File: config.mk
export PLATFORM = sky130hd
export DESIGN_NAME = mma_div
export DESIGN_NICKNAME = d
export VERILOG_FILES = /design/src/hdl/multichannel_moving_average_unit_defines.svh /design/src/hdl/mma_div.sv
export SDC_FILE = /design/constraint.sdc
export NUM_CORES = 1
export LEC_CHECK = 0
export ABC_AREA = 1
export BUFFER_PORTS_ARGS = -buffer_cell sky130_fd_sc_hd__buf_2
export CAP_MARGIN = 20
export CORE_MARGIN = 2
export CORE_UTILIZATION = 55
export CTS_BUF_LIST = sky130_fd_sc_hd__clkbuf_4
export DETAILED_ROUTE_END_ITERATION = 8
export PLACE_DENSITY = 0.8
export SLEW_MARGIN = 20
export SYNTH_ARGS = -nofsm -noshare
export SYNTH_HDL_FRONTEND = slang
export SYNTH_SLANG_ARGS = --single-unit
File: constraint.sdc
create_clock -name clock -period 5.4 [get_ports clock]
set_input_delay 0.54 -clock clock [delete_from_list [all_inputs] [get_ports clock]]
set_output_delay 0.54 -clock clock [all_outputs]
set_load 0.02 [all_outputs]
File: src/hdl/multichannel_moving_average_unit_defines.svh
// Assertion macros used by multichannel_moving_average_unit.sv.
`ifndef MULTICHANNEL_MOVING_AVERAGE_UNIT_DEFINES_SVH
`define MULTICHANNEL_MOVING_AVERAGE_UNIT_DEFINES_SVH

// The consequent must hold in the same cycle as the antecedent.
`define MMA_ASSERT_SAME(label, clk, rst, ante, cons, msg) \
   label: assert property (@(posedge clk) disable iff (rst) (ante) |-> (cons)) \
      else $error(msg);

// The consequent must hold in the cycle after the antecedent.
`define MMA_ASSERT_NEXT(label, clk, rst, ante, cons, msg) \
   label: assert property (@(posedge clk) disable iff (rst) (ante) |=> (cons)) \
      else $error(msg);

`endif

File: src/hdl/mma_div.sv
`default_nettype none

module mma_div #(
   parameter int DIVIDEND_W = 22,
   parameter int DIVISOR_W  = 7,
   parameter int QUOTIENT_W = 16
)(
   input  wire logic                         clock,
   input  wire logic                         reset,
   input  wire logic                         start,
   input  wire logic                         negate,
   input  wire logic [DIVIDEND_W-1:0]        dividend,
   input  wire logic [DIVISOR_W-1:0]         divisor,
   output logic                              done,
   output logic signed [QUOTIENT_W-1:0]      quotient
);

   localparam int RADIX_BITS = 4;
   localparam int CYCLES     = (DIVIDEND_W + RADIX_BITS - 1) / RADIX_BITS;
   localparam int ACC_W      = CYCLES * RADIX_BITS;
   localparam int CNT_W      = (CYCLES > 1) ? $clog2(CYCLES) : 1;

   logic                  busy_ff;
   logic                  done_ff;
   logic                  neg_ff;
   logic [CNT_W-1:0]      cnt_ff;
   logic [ACC_W-1:0]      acc_ff;
   logic [ACC_W-1:0]      acc_in;
   logic [DIVISOR_W-1:0]  rem_ff;
   logic [DIVISOR_W-1:0]  rem_in;
   logic [DIVISOR_W-1:0]  den_ff;
   logic [DIVISOR_W:0]    trial;
   logic [QUOTIENT_W-1:0] mag;

   // Restoring division, several quotient bits per cycle.
   always_comb begin
      acc_in = acc_ff;
      rem_in = rem_ff;
      trial  = '0;
      for (int i = 0; i < RADIX_BITS; i++) begin
         trial  = {rem_in, acc_in[ACC_W-1]};
         acc_in = {acc_in[ACC_W-2:0], 1'b0};
         if (trial >= {1'b0, den_ff}) begin
            trial     = trial - {1'b0, den_ff};
            acc_in[0] = 1'b1;
         end
         rem_in = trial[DIVISOR_W-1:0];
      end
   end

   always_ff @(posedge clock) begin
      if (reset) begin
         busy_ff <= 1'b0;
         done_ff <= 1'b0;
         cnt_ff  <= '0;
      end else begin
         done_ff <= 1'b0;
         if (start) begin
            busy_ff <= 1'b1;
            cnt_ff  <= '0;
         end else if (busy_ff) begin
            cnt_ff <= cnt_ff + CNT_W'(1);
            if (cnt_ff == CNT_W'(CYCLES - 1)) begin
               busy_ff <= 1'b0;
               done_ff <= 1'b1;
            end
         end
      end
   end

   always_ff @(posedge clock) begin
      if (start) begin
         acc_ff <= ACC_W'(dividend);
         rem_ff <= '0;
         den_ff <= divisor;
         neg_ff <= negate;
      end else if (busy_ff) begin
         acc_ff <= acc_in;
         rem_ff <= rem_in;
      end
   end

   assign mag      = acc_ff[QUOTIENT_W-1:0];
   assign quotient = neg_ff ? -mag : mag;
   assign done     = done_ff;

endmodule

`default_nettype wire

; ---- After elaboration in Yosys (flattened, before gate mapping)
; Cells that the tools add are included.
; W data, S select, Z words.
[word_totals]
regBits = 44
output_inout_bits = 17
word_cells = 38
[op_classes]
addsub = 6
order_cmp = 4
eq_ne = 1
n_mux = 15
bitwise = 1
reduce_logical = 3
[op_table]
columns = op, n
row1 = $mux W22, 2
row2 = $ge A8 B7 Y1, 4
row3 = $mux W7, 4
row4 = $sub A7 B7 Y7, 4
row5 = $mux W16, 1
row6 = $neg A16 Y16, 1
row7 = $mux W1, 8
row8 = $add A3 B1 Y3 const B, 1
row9 = $eq A3 B3 Y1 const B, 1
row10 = $reduce_or A3 Y1, 1
row11 = $reduce_bool A2 Y1, 1
row12 = $reduce_or A2 Y1, 1
row13 = $not A1 Y1, 1

; ---- Longest topological paths before layout
; Gate-level depths: netlist (run 1).
[logic_depth]
ltp_word = 10
depth_mapped = 49

; ---- Least setup slack after synthesis (run 1)
; Ideal clock, no wire load.
[synth_path]
kind = flip-flop to flip-flop
from = register den_ff[1]
to = register rem_ff[1]
setup_time_ps = 113
t_arrival_ps = 5718
required_time_ps = 5287
path_slack_ps = -431
stages_incl_launch_ff = 46
path_buffers = 1
period_less_slack_ps = 5831
path_cell_list = edfxtp_1 > inv_1 > fa_1 > nand2_1 > nand2_2 > nand2_2 > nand2_2 > nand2_2 > nand2_4 > nand2_1 > nand2_1 > inv_1 > ha_1 > buf_2 > nand2_1 > nand2_1 > nand2_1 > nand3_1 > (+10 left out) > nand2_1 > nand2_1 > nand2_1 > inv_1 > nand3_4 > nand2_1 > nand2_1 > fa_1 > o21ai_0 > a21oi_1 > o21bai_1 > nand2_1 > nand3_1 > inv_1 > nand3_4 > nand2_1 > nand3_1 > nand2_1
[synth_via]
elab_chain_len = 8
word_cells_on_any_way = 12
classes_between = 4 x add/sub / 4 x order compare / 4 x mux
[synth_rtl]
columns = item, line_no
row1 = "start, declared", mma_div.sv:31  ; logic [DIVISOR_W-1:0] den_ff;
row2 = "start signal, assigned", mma_div.sv:75  ; den_ff <= divisor;
row3 = $sub A7 B7 Y7 or $ge A8 B7 Y1 (tied branches), "mma_div.sv:44, mma_div.sv:43"
row4 = $mux W7, mma_div.sv:43  ; if (trial >= {1'b0, den_ff}) begin
row5 = $sub A7 B7 Y7 or $ge A8 B7 Y1 (tied branches), "mma_div.sv:44, mma_div.sv:43"
row6 = $mux W7, mma_div.sv:43
row7 = $ge A8 B7 Y1 or $sub A7 B7 Y7 (tied branches), "mma_div.sv:43, mma_div.sv:44"
row8 = $mux W7, mma_div.sv:43
row9 = $sub A7 B7 Y7 or $ge A8 B7 Y1 (tied branches), "mma_div.sv:44, mma_div.sv:43"
row10 = $mux W7 *, mma_div.sv:43
row11 = "end signal, assigned", mma_div.sv:79  ; rem_ff <= rem_in;
row12 = "end, declared", mma_div.sv:29  ; logic [DIVISOR_W-1:0] rem_ff;
; Every way passes the cells marked *; elsewhere a longest branch is shown, timed or not.
; A chain may end at the register's enable or synchronous reset.

; ---- Worst setup path in the final report (run 1)
[layout_path]
from = register den_ff[0]
to = register rem_ff[1]
; The elaborated chain is that of the path after synthesis.

==> results of run 1 <==
sequential cells by signal (all words and copies together) (netlist names):
name,cells
neg_ff,1
rem_ff,7
busy_ff,1
cnt_ff,3
acc_ff,24
done,1
den_ff,7
stage by stage:
step           TNS (ns)  utilization (%)
6_report          -2.78             81.4
5_1_grt           -4.55             81.4
4_1_cts               0             76.1
3_5_place_dp      -1.70             70.8
3_3_place_gp     -0.349             70.8
2_1_floorplan         0                -
path summary, 6_finish.rpt:
| check | from | end | slack [ns] | cells after the start |
|---|---|---|---|---|
| max | den_ff[0] | rem_ff[1] | -0.37 | 46 |
| min | reset | busy_ff | 0.32 | 2 |
| max reg2reg | den_ff[0] | rem_ff[1] | -0.37 | 46 |
| min reg2reg | acc_ff[19] | acc_ff[23] | 0.50 | 2 |
kinds of logic after synthesis:
| kind of cell | after synthesis | synth area share [%] |
|---|---|---|
| AOI/OAI and AO/OA | 54 | 8.65 |
| xor gates and xnor gates | 31 | 7.33 |
| buffers and inverters | 82 | 8.45 |
| adders and majority gates | 35 | 12.6 |
| and+or+nand+nor | 237 | 31.0 |
| DFF | 44 | 31.9 |
synth_stat cells (all sizes together):
master  number
edfxtp      30
nand3b       3
or2          4
nand2      144
nor3b        1
buf          2
clkbuf       6
a21oi       21
o21ai       21
clkinv       1
xnor2        6
nor2        22
dfxtp       14
ha          31
nor3         7
a31oi        8
xor2        25
nand3       48
a211oi       1
o21bai       1
inv         73
a21o         2
fa           4
nand4        7
nor4         1
layout make-up:
type	instances	area share (%)
multi-input cells	357	49.4
flip-flops and latches	44	22.6
repair buffers	149	19.3
inverters	74	5.31
well taps	77	1.84
clock inverters	3	0.885
clock buffers	5	0.718
per-layer routing:
metal | share of wire (%) | track usage, % | routed length [um] | vias up
met1 | 39 | 34.9 | 4720 | 1854
met4 | 5.1 | 11.1 | 621 | 0
met2 | 50 | 50.5 | 6160 | 186
met3 | 6.0 | 4.72 | 729 | 57
li1 | - | - | - | 1872
met5 | 0 | 0 | 0 | -
placed cells by master, fill, tap and decap left out, types with 2 or more instances in the layout:
cell type                  count
sky130_fd_sc_hd__ha_4         11
sky130_fd_sc_hd__nand3_2      16
sky130_fd_sc_hd__a21oi_1      12
sky130_fd_sc_hd__xnor2_1       6
sky130_fd_sc_hd__buf_2        49
sky130_fd_sc_hd__nand4_1       7
sky130_fd_sc_hd__nor2_2        4
sky130_fd_sc_hd__fa_2          4
sky130_fd_sc_hd__xor2_1       25
sky130_fd_sc_hd__a31oi_1       8
sky130_fd_sc_hd__nor2_8        2
sky130_fd_sc_hd__edfxtp_1     30
sky130_fd_sc_hd__nand2_4       5
sky130_fd_sc_hd__dfxtp_1      14
sky130_fd_sc_hd__nor2_1       16
sky130_fd_sc_hd__a21oi_4       3
sky130_fd_sc_hd__clkbuf_4      5
sky130_fd_sc_hd__o21ai_2       2
sky130_fd_sc_hd__buf_6         3
sky130_fd_sc_hd__inv_1        58
sky130_fd_sc_hd__nand2_1     107
sky130_fd_sc_hd__nand2_2      32
sky130_fd_sc_hd__ha_1         19
sky130_fd_sc_hd__a21o_1        2
sky130_fd_sc_hd__nand3b_1      3
sky130_fd_sc_hd__nand3_4       7
sky130_fd_sc_hd__inv_2        15
sky130_fd_sc_hd__nor3_1        6
sky130_fd_sc_hd__nand3_1      25
sky130_fd_sc_hd__a21oi_2       6
sky130_fd_sc_hd__o21ai_0      18
sky130_fd_sc_hd__or2_2         3
sky130_fd_sc_hd__buf_4        97
timing repair:
action,CTS,global route
hold endpoints to repair,0,0
pin swaps,18,42
endpoints found under the setup margin,8,8
setup buffers,18,18
resized for setup,28,55
critical path: cells and delay by family, from the launching register on:
kind	cells	cell delay [ns]
AND/OR/NAND/NOR	28	2.54
buffers and inverters	6	0.40
AO/OA/AOI/OAI	7	1.15
flip-flops	1	0.39
adder cells (fa/ha/maj)	5	1.19
==> impl_metrics.json, run 1 <==
{
  "cts-root-to-sink-buffers": 2,
  "min_period_over_period_pct": 107,
  "clk-insertion-delay-late_ns": 0.36,
  "total_via_count_after_detailed_routing": 3969,
  "drtIter0Drc": 325,
  "mapped_nets": 551,
  "placementRows": 29,
  "headroom_to_the_max_slew_limit_pct": 38.0,
  "netlist.area_leader.share_pct": 24.3,
  "tritoncts_num_sinks": 44,
  "worst_slew_pin_slew_ns": 0.930,
  "antenna_found_initial": 0,
  "slowest_delay_ns": 0.39,
  "crit_type": "flop to flop",
  "cts.reportedPaths.clkPinSlew_ns": 0.15,
  "critPathMostFrequentCell": "sky130_fd_sc_hd__nand2_2",
  "post_synth.cell_area_avg_um2": 7.67,
  "total_standard_cell_area_after_synthesis_um2": 3700,
  "wl_per_instance_um": 17.3,
  "buffer_ports.inserted": 49,
  "final_net_count": 699,
  "cts_buffers": 5,
  "synth.ff_latch_count": 44,
  "postLayoutCellArea_um2": 5230,
  "pre_cts_slack_ns": -0.243,
  "replace_congestion": 0.988,
  "cp-start-kind": "flop",
  "outcome": "complete, but fails checks",
  "gr-usage-all-layers_pct": 28.7,
  "synthDistinctLibCells": 36,
  "post_layout_nonfiller_instances": 709,
  "io-pin-count": 50,
  "failed_checks": "negative setup slack",
  "syn-instance-count": 483,
  "max_freq_ghz": 0.173,
  "postLayoutSetupSlackWorst_ns": -0.374,
  "dp.final_hpwl_mm": 7.79,
  "die_span_y_um": 86.0,
  "fraction_of_final_layout_cells_sized_beyond_drive_strength_1_pct": 42.7,
  "dpl_cell_area_um2": 4540,
  "arrival_ns": 6.06,
  "final-seq-area_um2": 1180,
  "h-tree-depth": 2,
  "post_cts_hold_buffer_count": 0,
  "crit_path_max_fanout": 7,
  "core-area_um2": 6420,
  "synth.top_cells.by_area": "sky130_fd_sc_hd__edfxtp_1, sky130_fd_sc_hd__nand2_1, sky130_fd_sc_hd__ha_1, sky130_fd_sc_hd__dfxtp_1, sky130_fd_sc_hd__inv_1",
  "drcViolationCount": 0,
  "cap_viol_max_count": 0,
  "ctsRootBufferMaster": "sky130_fd_sc_hd__clkbuf_4",
  "final_critical_path_time_including_i_o_delays_and_setup_ns": 5.77,
  "post-place-cells": 665,
  "tritoncts_clock_tree": "yes",
  "synth_largest_area_cell": "sky130_fd_sc_hd__edfxtp_1",
  "grt_remaining_overflow": 0,
  "ant_nets": 0,
  "fp.dieW_um": 86.0,
  "worst_slack_on_hold_paths_ns": 0.321,
  "timing.critical_path.slowest_stage_cell": "sky130_fd_sc_hd__edfxtp_1",
  "slew_viol_final": 0,
  "n_antenna_cell": 0,
  "grt_pass1_vias": 3641,
  "floorplan.initialDensity_pct": 57.6,
  "worst_ep_required_time_ns": 5.68,
  "grt_max_degree": 43,
  "grt_setup_unrepaired": "true",
  "final.fill_count": 377,
  "synth_sequential_area_ratio_pct": 31.9,
  "multiInputGateArea_um2": 2580,
  "worst_setup_path_end_kind": "flop",
  "die_outline_area_um2": 7400,
  "hold_viol_final": 0,
  "area_growth_pct": 41.2,
  "vias_per_cell": 5.60,
  "wire_length_of_the_first_global_routing_pass_mm": 16.7,
  "fin_worst_skew_ns": 0.00852,
  "wirelength_mm": 12.2,
  "setup_viol": 8,
  "detailedRoute.firstPassIterationCount": 5,
  "min-delay-path-class": "primary input to flop",
  "synth-warning-count": 0
}
Power of run 1 is left out: the tool's default activity adds up to more than one toggle a clock period on the data nets, which glitch-free logic cannot reach.
==> run 2: changes to the inputs <==
--- a/config.mk
+++ b/config.mk
@@ -8,6 +8,7 @@
 export ABC_AREA = 1
 export BUFFER_PORTS_ARGS = -buffer_cell sky130_fd_sc_hd__buf_2
 export CAP_MARGIN = 20
+export CORE_ASPECT_RATIO = 1.2
 export CORE_MARGIN = 2
 export CORE_UTILIZATION = 55
 export CTS_BUF_LIST = sky130_fd_sc_hd__clkbuf_4
==> run 2 against run 1 <==
The run still ends with negative setup slack left. First-iteration DRC count down 28%. Hold slack better by 0.014 ns. Clock skew up 0.0023 ns. Routed wire length down 1.9%. Highest routed layer unchanged. Final area up 0.45%.
==> impl_metrics.json, run 2 (synthesis results as in run 1) <==
{
  "dr_wl_met3_um": 601,
  "tritoncts_clock_tree": "yes",
  "fraction_of_final_layout_cells_sized_beyond_drive_strength_1_pct": 42.0,
  "grt_max_degree": 43,
  "io-pin-count": 50,
  "buffer_ports.inserted": 49,
  "cap_viol_max_count": 0,
  "n_antenna_cell": 0,
  "arrival_ns": 6.13,
  "highest-signal-layer": "met4",
  "worst_setup_path_end_kind": "flop",
  "critPathMostFrequentCell": "sky130_fd_sc_hd__buf_4",
  "crit_path_max_fanout": 4,
  "die_outline_area_um2": 7410,
  "wirelength_met1_mm": 4.37,
  "grt_remaining_overflow": 0,
  "fp.dieW_um": 78.9,
  "hold_viol_final": 0,
  "dpl_cell_area_um2": 4540,
  "min_period_over_period_pct": 108,
  "min-delay-path-class": "primary input to flop",
  "die_span_y_um": 93.9,
  "core-area_um2": 6490,
  "ant_nets": 0,
  "failed_checks": "negative setup slack",
  "layout.core_utilization_pct": 81.0,
  "crit_type": "flop to flop",
  "fin_worst_skew_ns": 0.0108,
  "gr-usage-all-layers_pct": 29.6,
  "wirelength_mm": 12.0,
  "drcViolationCount": 0,
  "vias_per_cell": 5.53,
  "met2_wirelength_from_detailed_routing_mm": 6.26,
  "ctsRootBufferMaster": "sky130_fd_sc_hd__clkbuf_4",
  "postLayoutSetupSlackWorst_ns": -0.406,
  "cp-start-kind": "flop",
  "max_flop_register": "acc_ff",
  "h-tree-depth": 2,
  "post_cts_hold_buffer_count": 0,
  "wire_length_of_the_first_global_routing_pass_mm": 17.1,
  "timing.critical_path.slowest_stage_cell": "sky130_fd_sc_hd__edfxtp_1",
  "layout.cells.most_common_list": "sky130_fd_sc_hd__nand2_1, sky130_fd_sc_hd__buf_4, sky130_fd_sc_hd__inv_1",
  "final_net_count": 698,
  "dp.final_hpwl_mm": 7.62,
  "clk-insertion-delay-late_ns": 0.37,
  "cts_buffers": 5,
  "final_critical_path_time_including_i_o_delays_and_setup_ns": 5.81,
  "max_freq_ghz": 0.172,
  "worst_slack_on_hold_paths_ns": 0.335,
  "grt_pass1_vias": 3816,
  "slew_viol_final": 0,
  "largest_register_ff_count": 24,
  "setup_viol": 8,
  "total_via_count_after_detailed_routing": 3958,
  "cts-root-to-sink-buffers": 2,
  "layout.cells.most_common": "sky130_fd_sc_hd__nand2_1",
  "worst_slew_pin_slew_ns": 0.886,
  "antenna_found_initial": 0,
  "placementRows": 32,
  "drtIter0Drc": 234,
  "wl_per_instance_um": 16.8,
  "detailedRoute.firstPassIterationCount": 6,
  "postLayoutCellArea_um2": 5250,
  "replace_congestion": 0.974,
  "slowest_delay_ns": 0.39,
  "floorplan.initialDensity_pct": 57.1,
  "area_growth_pct": 41.9,
  "cts.reportedPaths.clkPinSlew_ns": 0.14,
  "grt_setup_unrepaired": "true",
  "tritoncts_num_sinks": 44,
  "headroom_to_the_max_slew_limit_pct": 40.9,
  "top_regs": "acc_ff: 24 flops, den_ff: 7 flops, rem_ff: 7 flops",
  "worst_ep_required_time_ns": 5.72,
  "outcome": "complete, but fails checks"
}
## run 2: cell types whose count changed in the layout (fill, tap and decap cells not counted), sizes merged
cell | before | now
buf | 149 | 148
## run 2: layout make-up
cell class | count | area, um^2
inverter | 74 | 278
clock buffer | 5 | 37.5
timing repair buffer | 148 | 1000
clock inverter | 3 | 46.3
sequential | 44 | 1180
fill | 409 | 1230
tap | 85 | 106
multi-input combinational | 357 | 2600
## run 2: path summary, 6_finish.rpt
path | from | to | slack (ns) | depth (start not counted)
worst max-delay path | den_ff[0] | rem_ff[3] | -0.41 | 43
worst min-delay path | negate | neg_ff | 0.34 | 1
worst max register to register | den_ff[0] | rem_ff[3] | -0.41 | 43
worst min register to register | acc_ff[18] | acc_ff[22] | 0.48 | 2
## run 2: worst max-delay path, delay by kind of cell (launching register included)
| kind | cells | cell delay [ns] |
|---|---|---|
| adder cells (fa/ha/maj) | 4 | 0.96 |
| AND/OR/NAND/NOR | 14 | 1.28 |
| AO/OA/AOI/OAI | 2 | 0.33 |
| flip-flops | 1 | 0.39 |
| buffers and inverters | 21 | 2.35 |
| XOR/XNOR | 2 | 0.47 |
## run 2: per-layer routing
layer / track usage, % / vias up
li1: - / 1869
met1: 32.7 / 1835
met2: 55.3 / 191
met3: 3.75 / 63
met4: 14.9 / 0
met5: 0 / -
## run 2: timing repair
action | 4_1_cts | 5_1_grt
resized for setup | 28 | 58
endpoints found under the hold margin | 0 | 0
buffers inserted | 18 | 19
setup endpoints to repair | 8 | 8
pin swaps | 22 | 46
## run 2: stage by stage
stage                     instances  setup slack (ns)  TNS [ns]
after floorplan                 483           0.00267         0
after global placement          671           -0.0577    -0.165
after detailed placement        671            -0.236     -1.65
after CTS                       697           0.00192         0
after global routing            716            -0.695     -5.19
final                           716            -0.406     -2.68
Power of run 2 is left out for the same reason.
==> run 3: changes to the inputs <==
--- a/config.mk
+++ b/config.mk
@@ -8,7 +8,7 @@
 export ABC_AREA = 1
 export BUFFER_PORTS_ARGS = -buffer_cell sky130_fd_sc_hd__buf_2
 export CAP_MARGIN = 20
-export CORE_ASPECT_RATIO = 1.2
+export CORE_ASPECT_RATIO = 0.6
 export CORE_MARGIN = 2
 export CORE_UTILIZATION = 55
 export CTS_BUF_LIST = sky130_fd_sc_hd__clkbuf_4
@@ -18,3 +18,4 @@
 export SYNTH_ARGS = -nofsm -noshare
 export SYNTH_HDL_FRONTEND = slang
 export SYNTH_SLANG_ARGS = --single-unit
+export TNS_END_PERCENT = 10
==> run 3 against run 2 <==
The flow still finishes with violations (negative setup slack). Count of clock-buffer cells in the layout increased by 1. Via count decreased by 1.5%. Critical endpoint is now acc_ff[0]. Register-to-register slack improved by 0.07 ns. Hold slack got worse by 0.032 ns. Critical path depth increased by 1.
==> impl_metrics.json, run 3 (synthesis results as in run 1) <==
{
  "outcome": "complete, but fails checks",
  "failed_checks": "negative setup slack",
  "gr-usage-all-layers_pct": 30.2,
  "use_met2_pct": 44.0,
  "clk-insertion-delay-late_ns": 0.39,
  "io-pin-count": 50,
  "tritoncts_num_sinks": 44,
  "die_outline_area_um2": 7430,
  "post-place-cells": 668,
  "total_via_count_after_detailed_routing": 3900,
  "antenna_found_initial": 0,
  "final_critical_path_time_including_i_o_delays_and_setup_ns": 5.74,
  "final_net_count": 669,
  "core-area_um2": 6590,
  "setup_viol": 8,
  "worstHoldStart": "reset",
  "cap_viol_max_count": 0,
  "max_freq_ghz": 0.174,
  "hold_viol_final": 0,
  "fraction_of_final_layout_cells_sized_beyond_drive_strength_1_pct": 39.7,
  "replace_congestion": 0.979,
  "grt_remaining_overflow": 0,
  "placementRows": 23,
  "worst_setup_path_endpoint": "acc_ff[0]",
  "area_growth_pct": 36.2,
  "crit_path_max_fanout": 8,
  "drtIter0Drc": 430,
  "crit_type": "flop to flop",
  "worst_ep_required_time_ns": 5.54,
  "post_layout_nonfiller_instances": 689,
  "global_route_track_usage_on_met1_pct": 44.4,
  "cts.reportedPaths.clkPinSlew_ns": 0.16,
  "cts_buffers": 5,
  "worst_setup_path_end_kind": "flop",
  "top_regs": "acc_ff: 24 flops, den_ff: 7 flops, rem_ff: 7 flops",
  "wire_length_of_the_first_global_routing_pass_mm": 16.6,
  "critPathMostFrequentCell": "sky130_fd_sc_hd__nand2_2",
  "min_period_over_period_pct": 106,
  "timing.critical_path.slowest_stage_cell": "sky130_fd_sc_hd__edfxtp_1",
  "worst-r2r-cell-count": 44,
  "layout.cells.most_common_list": "sky130_fd_sc_hd__nand2_1, sky130_fd_sc_hd__buf_4, sky130_fd_sc_hd__inv_1",
  "regToRegStartpoint": "den_ff[0]",
  "postLayoutSetupSlackWorst_ns": -0.340,
  "cp-start-kind": "flop",
  "fp.dieW_um": 110,
  "headroom_to_the_max_slew_limit_pct": 35.7,
  "ant_nets": 0,
  "worstSetupStartpoint": "den_ff[0]",
  "max_flop_register": "acc_ff",
  "cts-root-to-sink-buffers": 2,
  "h-tree-depth": 2,
  "tritoncts_clock_tree": "yes",
  "detailedRoute.firstPassIterationCount": 5,
  "min-delay-path-class": "primary input to flop",
  "worst_slew_pin_slew_ns": 0.963,
  "die_span_y_um": 67.6,
  "final.fill_count": 439,
  "arrival_ns": 5.88,
  "largest_register_ff_count": 24,
  "layout.cells.most_common": "sky130_fd_sc_hd__nand2_1",
  "grt_pass1_vias": 3388,
  "ctsRootBufferMaster": "sky130_fd_sc_hd__clkbuf_4",
  "wl_per_instance_um": 17.4,
  "dpl_cell_area_um2": 4500,
  "n_antenna_cell": 0,
  "floorplan.initialDensity_pct": 56.2,
  "buffer_ports.inserted": 49,
  "crit-reg2reg-capture": "acc_ff[0]",
  "wirelength_mm": 12.0,
  "slowest_delay_ns": 0.43,
  "fin_worst_skew_ns": 0.0249,
  "dp.final_hpwl_mm": 8.61,
  "grt_setup_unrepaired": "true",
  "top_usage_layer": "met1",
  "postLayoutCellArea_um2": 5040,
  "hold_depth": 2,
  "r2r_slack_ns": -0.34,
  "slew_viol_final": 0,
  "drcViolationCount": 0,
  "grt.met3_usage_pct": 8.69,
  "grt_max_degree": 42,
  "vias_per_cell": 5.66
}
## run 3: changes by cell type in the layout (fill, tap and decap cells not counted), moves of 2 or more
cell / change
sky130_fd_sc_hd__o21ai_2: -2
sky130_fd_sc_hd__buf_4: -27
sky130_fd_sc_hd__a21oi_2: -2
sky130_fd_sc_hd__nand2_1: -5
sky130_fd_sc_hd__nand2_4: +2
sky130_fd_sc_hd__a21oi_4: +2
sky130_fd_sc_hd__buf_6: -2
sky130_fd_sc_hd__nand2_2: +3
## run 3: worst min-delay path by stage
stage                     slack (ns)          to
final                           0.30     busy_ff
after global routing            0.29     busy_ff
after CTS                       0.31     busy_ff
after detailed placement        0.46  acc_ff[22]
after global placement          0.43  acc_ff[22]
after floorplan                 0.42  acc_ff[22]
## run 3: metal layers
layer,up-vias,part of all wire [%],wire length (um)
met5,-,0,0
met4,0,1.8,210
met3,31,11,1280
met2,243,43,5200
met1,1817,44,5300
li1,1809,-,-
## run 3: worst max-delay path, delay by kind of cell, from the launching register on
family | cells | cell delay, ns
compound gates | 8 | 1.10
flops | 1 | 0.43
fa+ha+maj | 5 | 1.23
buf+inv | 7 | 0.49
simple gates | 24 | 2.21
## run 3: layout make-up
| cell class | count | area, um^2 | area share, % |
|---|---|---|---|
| multi-input cells | 357 | 2640 | 52.3 |
| flip-flops and latches | 44 | 1180 | 23.4 |
| repair buffers | 119 | 778 | 15.4 |
| inverters | 74 | 280 | 5.56 |
| well taps | 87 | 109 | 2.16 |
| clock buffers | 6 | 45.0 | 0.894 |
| clock inverters | 2 | 11.3 | 0.223 |
## run 3: stage by stage
| stage | setup TNS [ns] | hold WS, ns | util (%) | setup slack (ns) |
|---|---|---|---|---|
| global placement | -0.414 | 0.426 | 68.4 | -0.0843 |
| finish | -2.51 | 0.304 | 76.5 | -0.340 |
| floorplan | 0 | 0.422 | - | 0.00267 |
| detailed placement | -1.86 | 0.457 | 68.4 | -0.245 |
| CTS | -0.0147 | 0.308 | 72.1 | -0.0147 |
| global route | -4.99 | 0.294 | 76.5 | -0.652 |
## run 3: timing repair
| action | CTS | global route |
|---|---|---|
| cloned | 0 | 0 |
| resized for setup | 33 | 61 |
| hold buffers | 0 | 0 |
| hold endpoints to repair | 0 | 0 |
| pin swaps | 20 | 43 |
| setup endpoints to repair | 8 | 8 |
| setup buffers | 7 | 6 |
Power of run 3 is left out for the same reason.
